[src/hdl/pssb_pkg.sv]
`timescale 1ns / 1ps
// ============================================================================
// pssb_pkg
// Shared types, widths, register indexes and rounding helper for the
// phasing SSB modulator.
// ============================================================================
package pssb_pkg;

  localparam int DELAY_DEPTH = 150;
  localparam int SAMPLE_BITS = 16;
  localparam int PTR_W       = (DELAY_DEPTH > 1) ? $clog2(DELAY_DEPTH) : 1;

  localparam int OSC_W      = 18;
  localparam int OSC_FRAC   = 16;
  localparam int GAIN_W     = OSC_W + 1;
  localparam int MUL_W      = (SAMPLE_BITS > GAIN_W) ? SAMPLE_BITS : GAIN_W;
  localparam int PROD_W     = 2 * MUL_W;
  localparam int MIX_W      = SAMPLE_BITS + OSC_W + 1;
  localparam int MIX_FRAC   = SAMPLE_BITS - 1 + OSC_FRAC;
  localparam int DAC_W      = 12;
  localparam int CFG_IDX_W  = 2;
  localparam int CFG_DATA_W = OSC_W;

  typedef logic signed [SAMPLE_BITS-1:0] sample_t;
  typedef logic signed [OSC_W-1:0]       osc_t;
  typedef logic signed [GAIN_W-1:0]      gain_t;
  typedef logic signed [MUL_W-1:0]       mul_t;
  typedef logic signed [PROD_W-1:0]      prod_t;
  typedef logic signed [MIX_W-1:0]       mix_t;

  typedef enum logic [CFG_IDX_W-1:0] {
    CFG_ROT_COS = 2'd0,
    CFG_ROT_SIN = 2'd1,
    CFG_LSB     = 2'd2
  } cfg_reg_e;

  localparam osc_t  OSC_ONE   = osc_t'(1 << OSC_FRAC);
  localparam osc_t  OSC_MAX   = osc_t'((1 << (OSC_W - 1)) - 1);
  localparam osc_t  OSC_MIN   = osc_t'(-(1 << (OSC_W - 1)));
  localparam prod_t PROD_HI   = prod_t'((1 << (OSC_W - 1)) - 1);
  localparam prod_t PROD_LO   = prod_t'(-(1 << (OSC_W - 1)));
  localparam prod_t RND_HALF  = prod_t'(1 << (OSC_FRAC - 1));
  localparam prod_t RND_ONE   = prod_t'(1 << OSC_FRAC);
  localparam prod_t GAIN_BASE = prod_t'(3 << (OSC_FRAC - 1));

  // Q.32 product to Q16, round half up, saturate to oscillator width
  function automatic osc_t round_sat(input prod_t x);
    prod_t r;
    r = (x + RND_HALF) >>> OSC_FRAC;
    if (r > PROD_HI) begin
      return OSC_MAX;
    end else if (r < PROD_LO) begin
      return OSC_MIN;
    end
    return osc_t'(r);
  endfunction

endpackage

[src/hdl/pssb_if.sv]
`timescale 1ns / 1ps
// ============================================================================
// pssb_if
// Valid/ready channel interfaces: sample input, DAC output, register writes.
// ============================================================================
interface pssb_in_if;
  logic                    valid;
  logic                    ready;
  pssb_pkg::sample_t       audio_sample;
  pssb_pkg::sample_t       quadrature_sample;
  logic                    last_in_block;

  modport source (output valid, audio_sample, quadrature_sample, last_in_block,
                  input ready);
  modport sink   (input valid, audio_sample, quadrature_sample, last_in_block,
                  output ready);
endinterface

interface pssb_out_if;
  logic                          valid;
  logic                          ready;
  logic [pssb_pkg::DAC_W-1:0]    dac_code;
  logic                          block_end;

  modport source (output valid, dac_code, block_end, input ready);
  modport sink   (input valid, dac_code, block_end, output ready);
endinterface

interface pssb_cfg_if;
  logic                             valid;
  logic                             ready;
  logic [pssb_pkg::CFG_IDX_W-1:0]   index;
  logic [pssb_pkg::CFG_DATA_W-1:0]  data;

  modport source (output valid, index, data, input ready);
  modport sink   (input valid, index, data, output ready);
endinterface

[src/hdl/phasing_ssb_modulator_top.sv]
`timescale 1ns / 1ps
// ============================================================================
// phasing_ssb_modulator_top
// Phasing-method SSB modulator producing 12-bit DAC codes.
// ============================================================================
// Usage:
//   smp_i : one item = audio sample, its Hilbert quadrature sample and a
//           block-end flag. Ready only while the sequencer is idle.
//   dac_o : one item per input = clamped DAC code plus the block-end copy.
//   cfg_i : register writes (rotation cos, rotation sin, sideband select),
//           always ready; write only while no item is in flight.
// Timing: an item steps through MIX_A/B, RE_A/B, IM_A/B, MAG_A/B, GAIN,
//   SCL_RE, SCL_IM, UPD_IM and DONE; the next item can be accepted
//   once the result is registered, not while one is in work. The single
//   shared 19x19 multiplier, used ten times per item, sets this pace.
// Reset: oscillator returns to (1, 0), delay line reads as zero, rotation
//   registers to cos 0 / sin 1, upper sideband.
// Stall: a result waits in the output register; a new item is accepted
//   and worked on meanwhile, and the sequencer holds in its last step
//   until the output register is free.
// ============================================================================
module phasing_ssb_modulator_top (
  input  logic        clk_i,
  input  logic        rst_ni,
  pssb_in_if.sink     smp_i,
  pssb_out_if.source  dac_o,
  pssb_cfg_if.sink    cfg_i
);

  pssb_pkg::sample_t dly_sample;

  pssb_delay u_delay (
    .clk_i     (clk_i),
    .rst_ni    (rst_ni),
    .wr_en_i   (smp_i.valid && smp_i.ready),
    .wr_data_i (smp_i.audio_sample),
    .rd_data_o (dly_sample)
  );

  pssb_core u_core (
    .clk_i     (clk_i),
    .rst_ni    (rst_ni),
    .delayed_i (dly_sample),
    .smp_i     (smp_i),
    .dac_o     (dac_o),
    .cfg_i     (cfg_i)
  );

`ifndef ASSERT_OFF
  a_busy_after_accept : assert property (@(posedge clk_i) disable iff (!rst_ni)
    smp_i.valid && smp_i.ready |=> !smp_i.ready)
    else $error("input ready right after accept");

  a_result_from_busy : assert property (@(posedge clk_i) disable iff (!rst_ni)
    $rose(dac_o.valid) |-> $past(!smp_i.ready))
    else $error("result appeared without an item in work");

  a_cfg_ready : assert property (@(posedge clk_i) disable iff (!rst_ni)
    cfg_i.valid |-> cfg_i.ready)
    else $error("register write stalled");
`endif

endmodule

[src/hdl/pssb_mul.sv]
`timescale 1ns / 1ps
// ============================================================================
// pssb_mul
// Shared signed multiplier with registered product.
// ============================================================================
module pssb_mul (
  input  logic            clk_i,
  input  pssb_pkg::mul_t  a_i,
  input  pssb_pkg::mul_t  b_i,
  output pssb_pkg::prod_t p_o
);

  pssb_pkg::prod_t p_q;

  always_ff @(posedge clk_i) begin
    p_q <= a_i * b_i;
  end

  assign p_o = p_q;

endmodule

[src/hdl/pssb_delay.sv]
`timescale 1ns / 1ps
// ============================================================================
// pssb_delay
// Circular delay line: read-before-write at the pointer on each item,
// registered read. Entries never written read as zero via valid bits.
// ============================================================================
module pssb_delay (
  input  logic              clk_i,
  input  logic              rst_ni,
  input  logic              wr_en_i,
  input  pssb_pkg::sample_t wr_data_i,
  output pssb_pkg::sample_t rd_data_o
);

  pssb_pkg::sample_t                    mem_q [pssb_pkg::DELAY_DEPTH];
  logic [pssb_pkg::DELAY_DEPTH-1:0]     vld_q;
  logic [pssb_pkg::PTR_W-1:0]           ptr_q, ptr_d;
  pssb_pkg::sample_t                    rd_q;
  logic                                 rd_vld_q;

  always_comb begin
    ptr_d = ptr_q;
    if (wr_en_i) begin
      if (ptr_q == pssb_pkg::PTR_W'(pssb_pkg::DELAY_DEPTH - 1)) begin
        ptr_d = '0;
      end else begin
        ptr_d = ptr_q + 1'b1;
      end
    end
  end

  always_ff @(posedge clk_i or negedge rst_ni) begin
    if (!rst_ni) begin
      ptr_q    <= '0;
      vld_q    <= '0;
      rd_vld_q <= 1'b0;
    end else begin
      ptr_q <= ptr_d;
      if (wr_en_i) begin
        rd_vld_q     <= vld_q[ptr_q];
        vld_q[ptr_q] <= 1'b1;
      end
    end
  end

  always_ff @(posedge clk_i) begin
    if (wr_en_i) begin
      rd_q         <= mem_q[ptr_q];
      mem_q[ptr_q] <= wr_data_i;
    end
  end

  assign rd_data_o = rd_vld_q ? rd_q : '0;

endmodule

[src/hdl/pssb_core.sv]
`timescale 1ns / 1ps
// ============================================================================
// pssb_core
// Sequencer around the shared multiplier: mix, oscillator rotation,
// Newton renormalization, DAC scaling and output register.
// ============================================================================
module pssb_core (
  input  logic              clk_i,
  input  logic              rst_ni,
  input  pssb_pkg::sample_t delayed_i,
  pssb_in_if.sink           smp_i,
  pssb_out_if.source        dac_o,
  pssb_cfg_if.sink          cfg_i
);

  localparam int T_W = pssb_pkg::MIX_W + 12;

  typedef enum logic [13:0] {
    S_IDLE   = 14'b00000000000001,
    S_MIX_A  = 14'b00000000000010,
    S_MIX_B  = 14'b00000000000100,
    S_RE_A   = 14'b00000000001000,
    S_RE_B   = 14'b00000000010000,
    S_IM_A   = 14'b00000000100000,
    S_IM_B   = 14'b00000001000000,
    S_MAG_A  = 14'b00000010000000,
    S_MAG_B  = 14'b00000100000000,
    S_GAIN   = 14'b00001000000000,
    S_SCL_RE = 14'b00010000000000,
    S_SCL_IM = 14'b00100000000000,
    S_UPD_IM = 14'b01000000000000,
    S_DONE   = 14'b10000000000000
  } state_e;

  state_e            state_q, state_d;
  pssb_pkg::prod_t   acc_q, acc_d;
  pssb_pkg::mix_t    mix_q, mix_d;
  pssb_pkg::osc_t    nre_q, nre_d, nim_q, nim_d;
  pssb_pkg::gain_t   g_q, g_d;
  pssb_pkg::osc_t    ore_q, ore_d, oim_q, oim_d;
  pssb_pkg::osc_t    rot_cos_q, rot_cos_d, rot_sin_q, rot_sin_d;
  logic              lsb_q, lsb_d;
  pssb_pkg::sample_t quad_q;
  logic              last_q;
  logic              out_vld_q, out_vld_d;
  logic [pssb_pkg::DAC_W-1:0] out_code_q, code;
  logic              out_end_q;

  pssb_pkg::mul_t    op_a, op_b;
  pssb_pkg::prod_t   prod;
  pssb_pkg::prod_t   mag_half;
  logic signed [T_W-1:0] mix_ext, t_val, t_shr;
  logic              accept, publish;

  pssb_mul u_mul (
    .clk_i (clk_i),
    .a_i   (op_a),
    .b_i   (op_b),
    .p_o   (prod)
  );

  assign smp_i.ready = (state_q == S_IDLE);
  assign cfg_i.ready = 1'b1;
  assign accept      = smp_i.valid && smp_i.ready;
  assign publish     = (state_q == S_DONE) && (!out_vld_q || dac_o.ready);

  // operand select
  always_comb begin
    op_a = '0;
    op_b = '0;
    case (state_q)
      S_MIX_A:  begin op_a = pssb_pkg::mul_t'(delayed_i); op_b = pssb_pkg::mul_t'(ore_q); end
      S_MIX_B:  begin op_a = pssb_pkg::mul_t'(quad_q);    op_b = pssb_pkg::mul_t'(oim_q); end
      S_RE_A:   begin op_a = pssb_pkg::mul_t'(ore_q);     op_b = pssb_pkg::mul_t'(rot_cos_q); end
      S_RE_B:   begin op_a = pssb_pkg::mul_t'(oim_q);     op_b = pssb_pkg::mul_t'(rot_sin_q); end
      S_IM_A:   begin op_a = pssb_pkg::mul_t'(ore_q);     op_b = pssb_pkg::mul_t'(rot_sin_q); end
      S_IM_B:   begin op_a = pssb_pkg::mul_t'(oim_q);     op_b = pssb_pkg::mul_t'(rot_cos_q); end
      S_MAG_A:  begin op_a = pssb_pkg::mul_t'(nre_q);     op_b = pssb_pkg::mul_t'(nre_q); end
      S_MAG_B:  begin op_a = pssb_pkg::mul_t'(nim_q);     op_b = pssb_pkg::mul_t'(nim_q); end
      S_SCL_RE: begin op_a = pssb_pkg::mul_t'(nre_q);     op_b = pssb_pkg::mul_t'(g_q); end
      S_SCL_IM: begin op_a = pssb_pkg::mul_t'(nim_q);     op_b = pssb_pkg::mul_t'(g_q); end
      default:  begin op_a = '0; op_b = '0; end
    endcase
  end

  // DAC: floor(mix*1800 + 2048), clamped; 1800 = 2048 - 256 + 8
  always_comb begin
    mix_ext = T_W'(mix_q);
    t_val   = (mix_ext <<< 11) - (mix_ext <<< 8) + (mix_ext <<< 3)
              + (T_W'(2048) <<< pssb_pkg::MIX_FRAC);
    t_shr   = t_val >>> pssb_pkg::MIX_FRAC;
    if (t_val < 0) begin
      code = '0;
    end else if (t_shr > T_W'(4095)) begin
      code = '1;
    end else begin
      code = t_shr[pssb_pkg::DAC_W-1:0];
    end
  end

  assign mag_half = (acc_q + prod + pssb_pkg::RND_ONE) >>> (pssb_pkg::OSC_FRAC + 1);

  always_comb begin
    state_d   = state_q;
    acc_d     = acc_q;
    mix_d     = mix_q;
    nre_d     = nre_q;
    nim_d     = nim_q;
    g_d       = g_q;
    ore_d     = ore_q;
    oim_d     = oim_q;
    rot_cos_d = rot_cos_q;
    rot_sin_d = rot_sin_q;
    lsb_d     = lsb_q;
    out_vld_d = out_vld_q && !dac_o.ready;

    if (cfg_i.valid) begin
      case (pssb_pkg::cfg_reg_e'(cfg_i.index))
        pssb_pkg::CFG_ROT_COS: rot_cos_d = pssb_pkg::osc_t'(cfg_i.data);
        pssb_pkg::CFG_ROT_SIN: rot_sin_d = pssb_pkg::osc_t'(cfg_i.data);
        pssb_pkg::CFG_LSB:     lsb_d     = cfg_i.data[0];
        default:               lsb_d     = lsb_q;
      endcase
    end

    case (state_q)
      S_IDLE: begin
        if (accept) begin
          state_d = S_MIX_A;
        end
      end
      S_MIX_A: state_d = S_MIX_B;
      S_MIX_B: begin
        acc_d   = prod;
        state_d = S_RE_A;
      end
      S_RE_A: begin
        mix_d   = lsb_q ? pssb_pkg::MIX_W'(acc_q + prod) : pssb_pkg::MIX_W'(acc_q - prod);
        state_d = S_RE_B;
      end
      S_RE_B: begin
        acc_d   = prod;
        state_d = S_IM_A;
      end
      S_IM_A: begin
        nre_d   = pssb_pkg::round_sat(acc_q - prod);
        state_d = S_IM_B;
      end
      S_IM_B: begin
        acc_d   = prod;
        state_d = S_MAG_A;
      end
      S_MAG_A: begin
        nim_d   = pssb_pkg::round_sat(acc_q + prod);
        state_d = S_MAG_B;
      end
      S_MAG_B: begin
        acc_d   = prod;
        state_d = S_GAIN;
      end
      S_GAIN: begin
        g_d     = pssb_pkg::gain_t'(pssb_pkg::GAIN_BASE - mag_half);
        state_d = S_SCL_RE;
      end
      S_SCL_RE: state_d = S_SCL_IM;
      S_SCL_IM: begin
        ore_d   = pssb_pkg::round_sat(prod);
        state_d = S_UPD_IM;
      end
      S_UPD_IM: begin
        oim_d   = pssb_pkg::round_sat(prod);
        state_d = S_DONE;
      end
      S_DONE: begin
        if (publish) begin
          out_vld_d = 1'b1;
          state_d   = S_IDLE;
        end
      end
      default: state_d = S_IDLE;
    endcase
  end

  always_ff @(posedge clk_i or negedge rst_ni) begin
    if (!rst_ni) begin
      state_q   <= S_IDLE;
      ore_q     <= pssb_pkg::OSC_ONE;
      oim_q     <= '0;
      rot_cos_q <= '0;
      rot_sin_q <= pssb_pkg::OSC_ONE;
      lsb_q     <= 1'b0;
      out_vld_q <= 1'b0;
    end else begin
      state_q   <= state_d;
      ore_q     <= ore_d;
      oim_q     <= oim_d;
      rot_cos_q <= rot_cos_d;
      rot_sin_q <= rot_sin_d;
      lsb_q     <= lsb_d;
      out_vld_q <= out_vld_d;
    end
  end

  always_ff @(posedge clk_i) begin
    acc_q <= acc_d;
    mix_q <= mix_d;
    nre_q <= nre_d;
    nim_q <= nim_d;
    g_q   <= g_d;
    if (accept) begin
      quad_q <= smp_i.quadrature_sample;
      last_q <= smp_i.last_in_block;
    end
    if (publish) begin
      out_code_q <= code;
      out_end_q  <= last_q;
    end
  end

  assign dac_o.valid     = out_vld_q;
  assign dac_o.dac_code  = out_code_q;
  assign dac_o.block_end = out_end_q;

endmodule

[src/flat_wrapper.sv]
// flat-port wrapper written by rule: the top's interface ports become plain ports
module phasing_ssb_modulator_top_flat 
  (clk_i, rst_ni, smp_i_valid, smp_i_audio_sample, smp_i_quadrature_sample, smp_i_last_in_block, smp_i_ready, dac_o_valid, dac_o_dac_code, dac_o_block_end, dac_o_ready, cfg_i_valid, cfg_i_index, cfg_i_data, cfg_i_ready);
  pssb_in_if smp_i_i ();
  pssb_out_if dac_o_i ();
  pssb_cfg_if cfg_i_i ();
  input  logic clk_i;
  input  logic rst_ni;
  input wire logic [$bits(smp_i_i.valid)-1:0] smp_i_valid;
  input wire logic [$bits(smp_i_i.audio_sample)-1:0] smp_i_audio_sample;
  input wire logic [$bits(smp_i_i.quadrature_sample)-1:0] smp_i_quadrature_sample;
  input wire logic [$bits(smp_i_i.last_in_block)-1:0] smp_i_last_in_block;
  output wire logic [$bits(smp_i_i.ready)-1:0] smp_i_ready;
  output wire logic [$bits(dac_o_i.valid)-1:0] dac_o_valid;
  output wire logic [$bits(dac_o_i.dac_code)-1:0] dac_o_dac_code;
  output wire logic [$bits(dac_o_i.block_end)-1:0] dac_o_block_end;
  input wire logic [$bits(dac_o_i.ready)-1:0] dac_o_ready;
  input wire logic [$bits(cfg_i_i.valid)-1:0] cfg_i_valid;
  input wire logic [$bits(cfg_i_i.index)-1:0] cfg_i_index;
  input wire logic [$bits(cfg_i_i.data)-1:0] cfg_i_data;
  output wire logic [$bits(cfg_i_i.ready)-1:0] cfg_i_ready;
  assign smp_i_i.valid = smp_i_valid;
  assign smp_i_i.audio_sample = smp_i_audio_sample;
  assign smp_i_i.quadrature_sample = smp_i_quadrature_sample;
  assign smp_i_i.last_in_block = smp_i_last_in_block;
  assign smp_i_ready = smp_i_i.ready;
  assign dac_o_valid = dac_o_i.valid;
  assign dac_o_dac_code = dac_o_i.dac_code;
  assign dac_o_block_end = dac_o_i.block_end;
  assign dac_o_i.ready = dac_o_ready;
  assign cfg_i_i.valid = cfg_i_valid;
  assign cfg_i_i.index = cfg_i_index;
  assign cfg_i_i.data = cfg_i_data;
  assign cfg_i_ready = cfg_i_i.ready;
  phasing_ssb_modulator_top u_core (.clk_i(clk_i), .rst_ni(rst_ni), .smp_i(smp_i_i), .dac_o(dac_o_i), .cfg_i(cfg_i_i));
endmodule
[config.mk]
export PLATFORM = sky130hd
export DESIGN_NAME = phasing_ssb_modulator_top_flat
export DESIGN_NICKNAME = d
export VERILOG_FILES = /design/src/hdl/pssb_pkg.sv /design/src/hdl/pssb_if.sv /design/src/hdl/phasing_ssb_modulator_top.sv /design/src/hdl/pssb_mul.sv /design/src/hdl/pssb_delay.sv /design/src/hdl/pssb_core.sv /design/src/flat_wrapper.sv
export SDC_FILE = /design/constraint.sdc
export NUM_CORES = 2
export LEC_CHECK = 0
export BUFFER_PORTS_ARGS = -buffer_cell sky130_fd_sc_hd__buf_2
export CELL_PAD_IN_SITES_DETAIL_PLACEMENT = 1
export CELL_PAD_IN_SITES_GLOBAL_PLACEMENT = 1
export CORE_UTILIZATION = 30
export CTS_CLUSTER_DIAMETER = 40
export DETAILED_ROUTE_END_ITERATION = 10
export GPL_TIMING_DRIVEN = 0
export MAX_ROUTING_LAYER = met4
export PLACE_DENSITY = 0.56
export SLEW_MARGIN = 10
export SYNTH_ARGS = -nofsm -noshare
export SYNTH_HDL_FRONTEND = slang
export SYNTH_HIERARCHICAL = 1
export SYNTH_SLANG_ARGS = --single-unit
[constraint.sdc]
create_clock -name clk_i -period 17.1 [get_ports clk_i]
set_input_delay 1.71 -clock clk_i [delete_from_list [all_inputs] [get_ports clk_i]]
set_output_delay 1.71 -clock clk_i [all_outputs]
set_load 0.02 [all_outputs]
==> insert_results.sql <==
INSERT INTO impl_metrics (metric_group, metric, value, unit) VALUES
('placed_design', 'detailedPlacementHpwl', '385.3', 'mm'),
('critical_path', 'worst-r2r-setup-slack', '5.88', 'ns'),
('critical_path', 'worst_setup_path_end_kind', 'flip-flop', ''),
('global_route', 'first_pass_grt_wire_length', '742.7', 'mm'),
('die', 'die_width', '670.8', 'um'),
('timing', 'fin_hold_viols', '0', ''),
('critical_path', 'slowest_stage', 'sky130_fd_sc_hd__clkbuf_1', ''),
('critical_path', 'worst_setup_path_start_kind', 'flip-flop', ''),
('timing', 'final.setup.tns', '0', 'ns'),
('clocking', 'cts_hold_repair.buffers', '0', ''),
('clocking', 'cts.root.buffer_cell', 'sky130_fd_sc_hd__clkbuf_16', ''),
('detailed_routing', 'drtIter0Drc', '10900', ''),
('run_status', 'violations', 'max-capacitance violations, max-slew violations', ''),
('yosys', 'synth-edff-count', '2574', ''),
('power_and_ir_drop', 'cellLeakagePower', '56.44', 'nW'),
('power_and_ir_drop', 'power.switching_fraction', '37.09', '%'),
('die', 'core_area', '0.4454', 'mm2'),
('timing', 'setup_viol', '0', ''),
('power_and_ir_drop', 'largest_voltage_drop_on_the_vdd_net', '106.7', 'uV'),
('placed_design', 'portBuffers', '72', ''),
('timing', 'tightestPinTransition', '1.497', 'ns'),
('power_and_ir_drop', 'share_seq_of_total_power', '32.5', '%'),
('timing', 'tmin_final', '11.22', 'ns'),
('min_path', 'timing.hold.worst.class', 'reg2reg', ''),
('flow_run', 'timing.max_cap.violations', '1', ''),
('detailed_routing', 'num_vias', '83600', ''),
('yosys', 'synth.yosys.warnings', '6', ''),
('power_and_ir_drop', 'cellInternalPower', '15.36', 'mW'),
('clocking', 'cts.clk_slew.worst_paths', '0.05', 'ns'),
('critical_path', 'cp_slowest_stage_delay', '0.77', 'ns'),
('die', 'die_outline_height', '670.8', 'um'),
('yosys', 'syn_avg_cell_area', '16.55', 'um2'),
('detailed_routing', 'drc', '0', ''),
('clocking', 'clock_sink_count', '2859', ''),
('cells_and_area', 'area_of_combinational_cells_with_multiple_inputs', '0.04714', 'mm2'),
('clocking', 'worstSkewPairLatency', '1.00', 'ns'),
('detailed_routing', 'drtAntennaViolNets', '0', ''),
('die', 'initial_utilization', '30.13', '%'),
('yosys', 'synth_cell_type_count', '120', ''),
('power_and_ir_drop', 'power_density_over_the_cells', '152.8', 'mW/mm2'),
('global_route', 'via_count_of_the_first_global_routing_pass', '84460', ''),
('cells_and_area', 'areaGrowthSynthToFinish', '19.09', '%'),
('clocking', 'cts-htree-levels', '5', ''),
('clocking', 'gates_resized_cts_repair', '0', ''),
('die', 'boundaryPins', '74', ''),
('run_status', 'outcome', 'complete, but fails checks', ''),
('critical_path', 'critical_path_arrival', '12.02', 'ns'),
('power_and_ir_drop', 'share_clk_of_total_power', '34.7', '%'),
('die', 'rows', '245', ''),
('yosys', 'synth_ff_type', 'sky130_fd_sc_hd__edfxtp_1', ''),
('clocking', 'clock_path_buffers', '4', ''),
('timing', 'timing.final.crit_share', '65.60', '%'),
('global_route', 'grt_use_total', '24.91', '%'),
('yosys', 'syn_nets', '8859', ''),
('critical_path', 'worst-setup-path-type', 'reg2reg', ''),
('timing', 'clock_skew', '0.1070', 'ns'),
('timing', 'timing_max_transition_violations_final', '1', ''),
('yosys', 'synth-async-reset-ratio', '8.639', '%'),
('yosys', 'netlist_top_cells_area', 'sky130_fd_sc_hd__edfxtp_1, sky130_fd_sc_hd__mux4_2, sky130_fd_sc_hd__fa_1', ''),
('yosys', 'post_synth_inst_count', '8111', ''),
('yosys', 'synth_seq_area_share', '62.77', '%'),
('yosys', 'synthTopCellsByCount', 'sky130_fd_sc_hd__edfxtp_1, sky130_fd_sc_hd__mux4_2, sky130_fd_sc_hd__inv_1', ''),
('power_and_ir_drop', 'power.total', '24.42', 'mW'),
('cells_and_area', 'final_nets', '9437', ''),
('die', 'die-area', '0.4500', 'mm2'),
('clocking', 'cts-buffers-inserted', '384', ''),
('cells_and_area', 'layout-drive-gt1-share', '24.82', '%'),
('critical_path', 'highest_net_fanout_along_the_worst_path', '10', ''),
('critical_path', 'critPathMostFrequentCell', 'sky130_fd_sc_hd__fa_1', ''),
('placed_design', 'gpl.final_weighted_congestion', '0.9690', ''),
('yosys', 'area_leader_netlist', 'sky130_fd_sc_hd__edfxtp_1', '');
==> final timing paths <==
check,start,end,depth (start not counted)
worst max-delay path,u_core/u_core/state_q[1],u_core/u_core/u_mul/p_o[27],31
worst min-delay path,u_core/u_core/last_q,u_core/u_core/dac_o.block_end,0
worst max register to register,u_core/u_core/state_q[1],u_core/u_core/u_mul/p_o[27],31
worst min register to register,u_core/u_core/last_q,u_core/u_core/dac_o.block_end,0
max in group asynchronous,rst_ni,u_core/u_delay/vld_q[44],3
min in group asynchronous,rst_ni,u_core/u_delay/vld_q[113],1
==> per-stage QoR <==
| stage | cell area [um2] | instances | utilization, % | hold slack [ns] | setup WS, ns |
|---|---|---|---|---|---|
| floorplan | 134200 | 8111 | - | 0.4003 | 8.535 |
| global placement | 142000 | 14110 | 31.88 | 0.4129 | 5.595 |
| detailed placement | 146000 | 14230 | 32.79 | 0.4144 | 5.788 |
| CTS | 159700 | 14950 | 35.85 | 0.4388 | 5.732 |
| global route | 159800 | 14980 | 35.87 | 0.4493 | 5.252 |
| finish | 159800 | 15000 | 35.88 | 0.4352 | 5.882 |
==> registers in the layout, summed over array words and instances (netlist names), 16 cells and up <==
register	flops
u_core/u_delay/mem_q	2400
u_core/u_delay/vld_q	150
u_core/u_core/acc_q	38
u_core/u_core/u_mul/p_o	38
u_core/u_core/mix_q	35
u_core/u_core/g_q	19
u_core/u_core/nim_q	18
u_core/u_core/nre_q	18
u_core/u_core/oim_q	18
u_core/u_core/ore_q	18
u_core/u_core/rot_cos_q	18
u_core/u_core/rot_sin_q	18
u_core/u_core/quad_q	16
u_core/u_delay/rd_q	16
==> per-layer routing <==
metal | wire, um | vias up | GRT usage (%) | part of all wire [%]
li1 | - | 32460 | - | -
met1 | 216500 | 45960 | 31.31 | 39
met2 | 256800 | 4221 | 38.56 | 46
met4 | 34310 | 0 | 12.55 | 6.2
met5 | 0 | - | - | 0
met3 | 47540 | 964 | 4.746 | 8.6
==> cells by family after synthesis <==
logic type / count (synthesis) / synth area share (%)
XOR/XNOR: 184 / 1.229
buffers and inverters: 944 / 2.982
AO/OA/AOI/OAI: 911 / 4.794
AND/OR/NAND/NOR: 1623 / 6.109
adder cells (fa/ha/maj): 690 / 8.682
other: 1 / 0.002794
flip-flops: 2859 / 62.77
multiplexers: 899 / 13.43
==> area by class of cell <==
class                      count  share of cell area [%]
antenna                       52                 0.08142
buffer                       385                   1.224
clock buffer                 445                   6.323
clock inverter               274                   2.223
inverter                     559                   1.313
multi-input combinational   4308                   29.50
sequential                  2859                   52.71
tap                         5928                   4.641
timing repair buffer         192                   1.988
==> placed cells by master (no fill, tap or decap), types with 39 or more instances in the layout <==
cell type / synthesis / routed
sky130_fd_sc_hd__buf_16: 0 / 60
sky130_fd_sc_hd__mux2_2: 55 / 55
sky130_fd_sc_hd__dfrtp_1: 244 / 244
sky130_fd_sc_hd__buf_4: 56 / 60
sky130_fd_sc_hd__ha_1: 288 / 288
sky130_fd_sc_hd__buf_2: 103 / 172
sky130_fd_sc_hd__a21o_1: 48 / 48
sky130_fd_sc_hd__fa_1: 402 / 402
sky130_fd_sc_hd__diode_2: 0 / 52
sky130_fd_sc_hd__clkinv_4: 0 / 40
sky130_fd_sc_hd__a222oi_1: 46 / 46
sky130_fd_sc_hd__o21a_1: 45 / 45
sky130_fd_sc_hd__a21oi_1: 207 / 207
sky130_fd_sc_hd__mux2i_1: 128 / 128
sky130_fd_sc_hd__nor3_1: 63 / 62
sky130_fd_sc_hd__clkbuf_16: 0 / 390
sky130_fd_sc_hd__clkinvlp_4: 0 / 44
sky130_fd_sc_hd__inv_1: 552 / 551
sky130_fd_sc_hd__nor2_1: 358 / 204
sky130_fd_sc_hd__nand4_1: 45 / 45
sky130_fd_sc_hd__edfxtp_1: 2574 / 2574
sky130_fd_sc_hd__xor2_1: 44 / 44
sky130_fd_sc_hd__mux4_2: 716 / 716
sky130_fd_sc_hd__nor2_4: 0 / 140
sky130_fd_sc_hd__and2_1: 229 / 229
sky130_fd_sc_hd__inv_6: 0 / 39
sky130_fd_sc_hd__o211ai_1: 41 / 41
sky130_fd_sc_hd__bufinv_16: 0 / 52
sky130_fd_sc_hd__o21ai_0: 116 / 116
sky130_fd_sc_hd__or2_2: 169 / 169
sky130_fd_sc_hd__clkbuf_1: 181 / 194
sky130_fd_sc_hd__nand2_1: 410 / 410
sky130_fd_sc_hd__xnor2_1: 136 / 136
sky130_fd_sc_hd__nand3_1: 126 / 112
sky130_fd_sc_hd__a22oi_1: 92 / 92
==> worst max-delay path: cells and delay by family (launching register included) <==
kind            cells  cell delay, ns
buf+inv             7            2.13
flops               1            0.41
simple gates        8            2.74
fa+ha+maj           8            3.83
compound gates      7            1.75
xor+xnor            1            0.21
==> power groups by stage <==
stage                     Sequential (mW)  Clock [mW]  Combinational, mW
after detailed placement             8.06           0               7.79
after global routing                 7.94        8.83               7.88
final                                7.93        8.47               8.02
after global placement               8.07           0               7.48
after floorplan                      8.02           0               3.43
after CTS                            7.92        8.56               7.81
No activity file was read; power rests on OpenSTA's default activity.
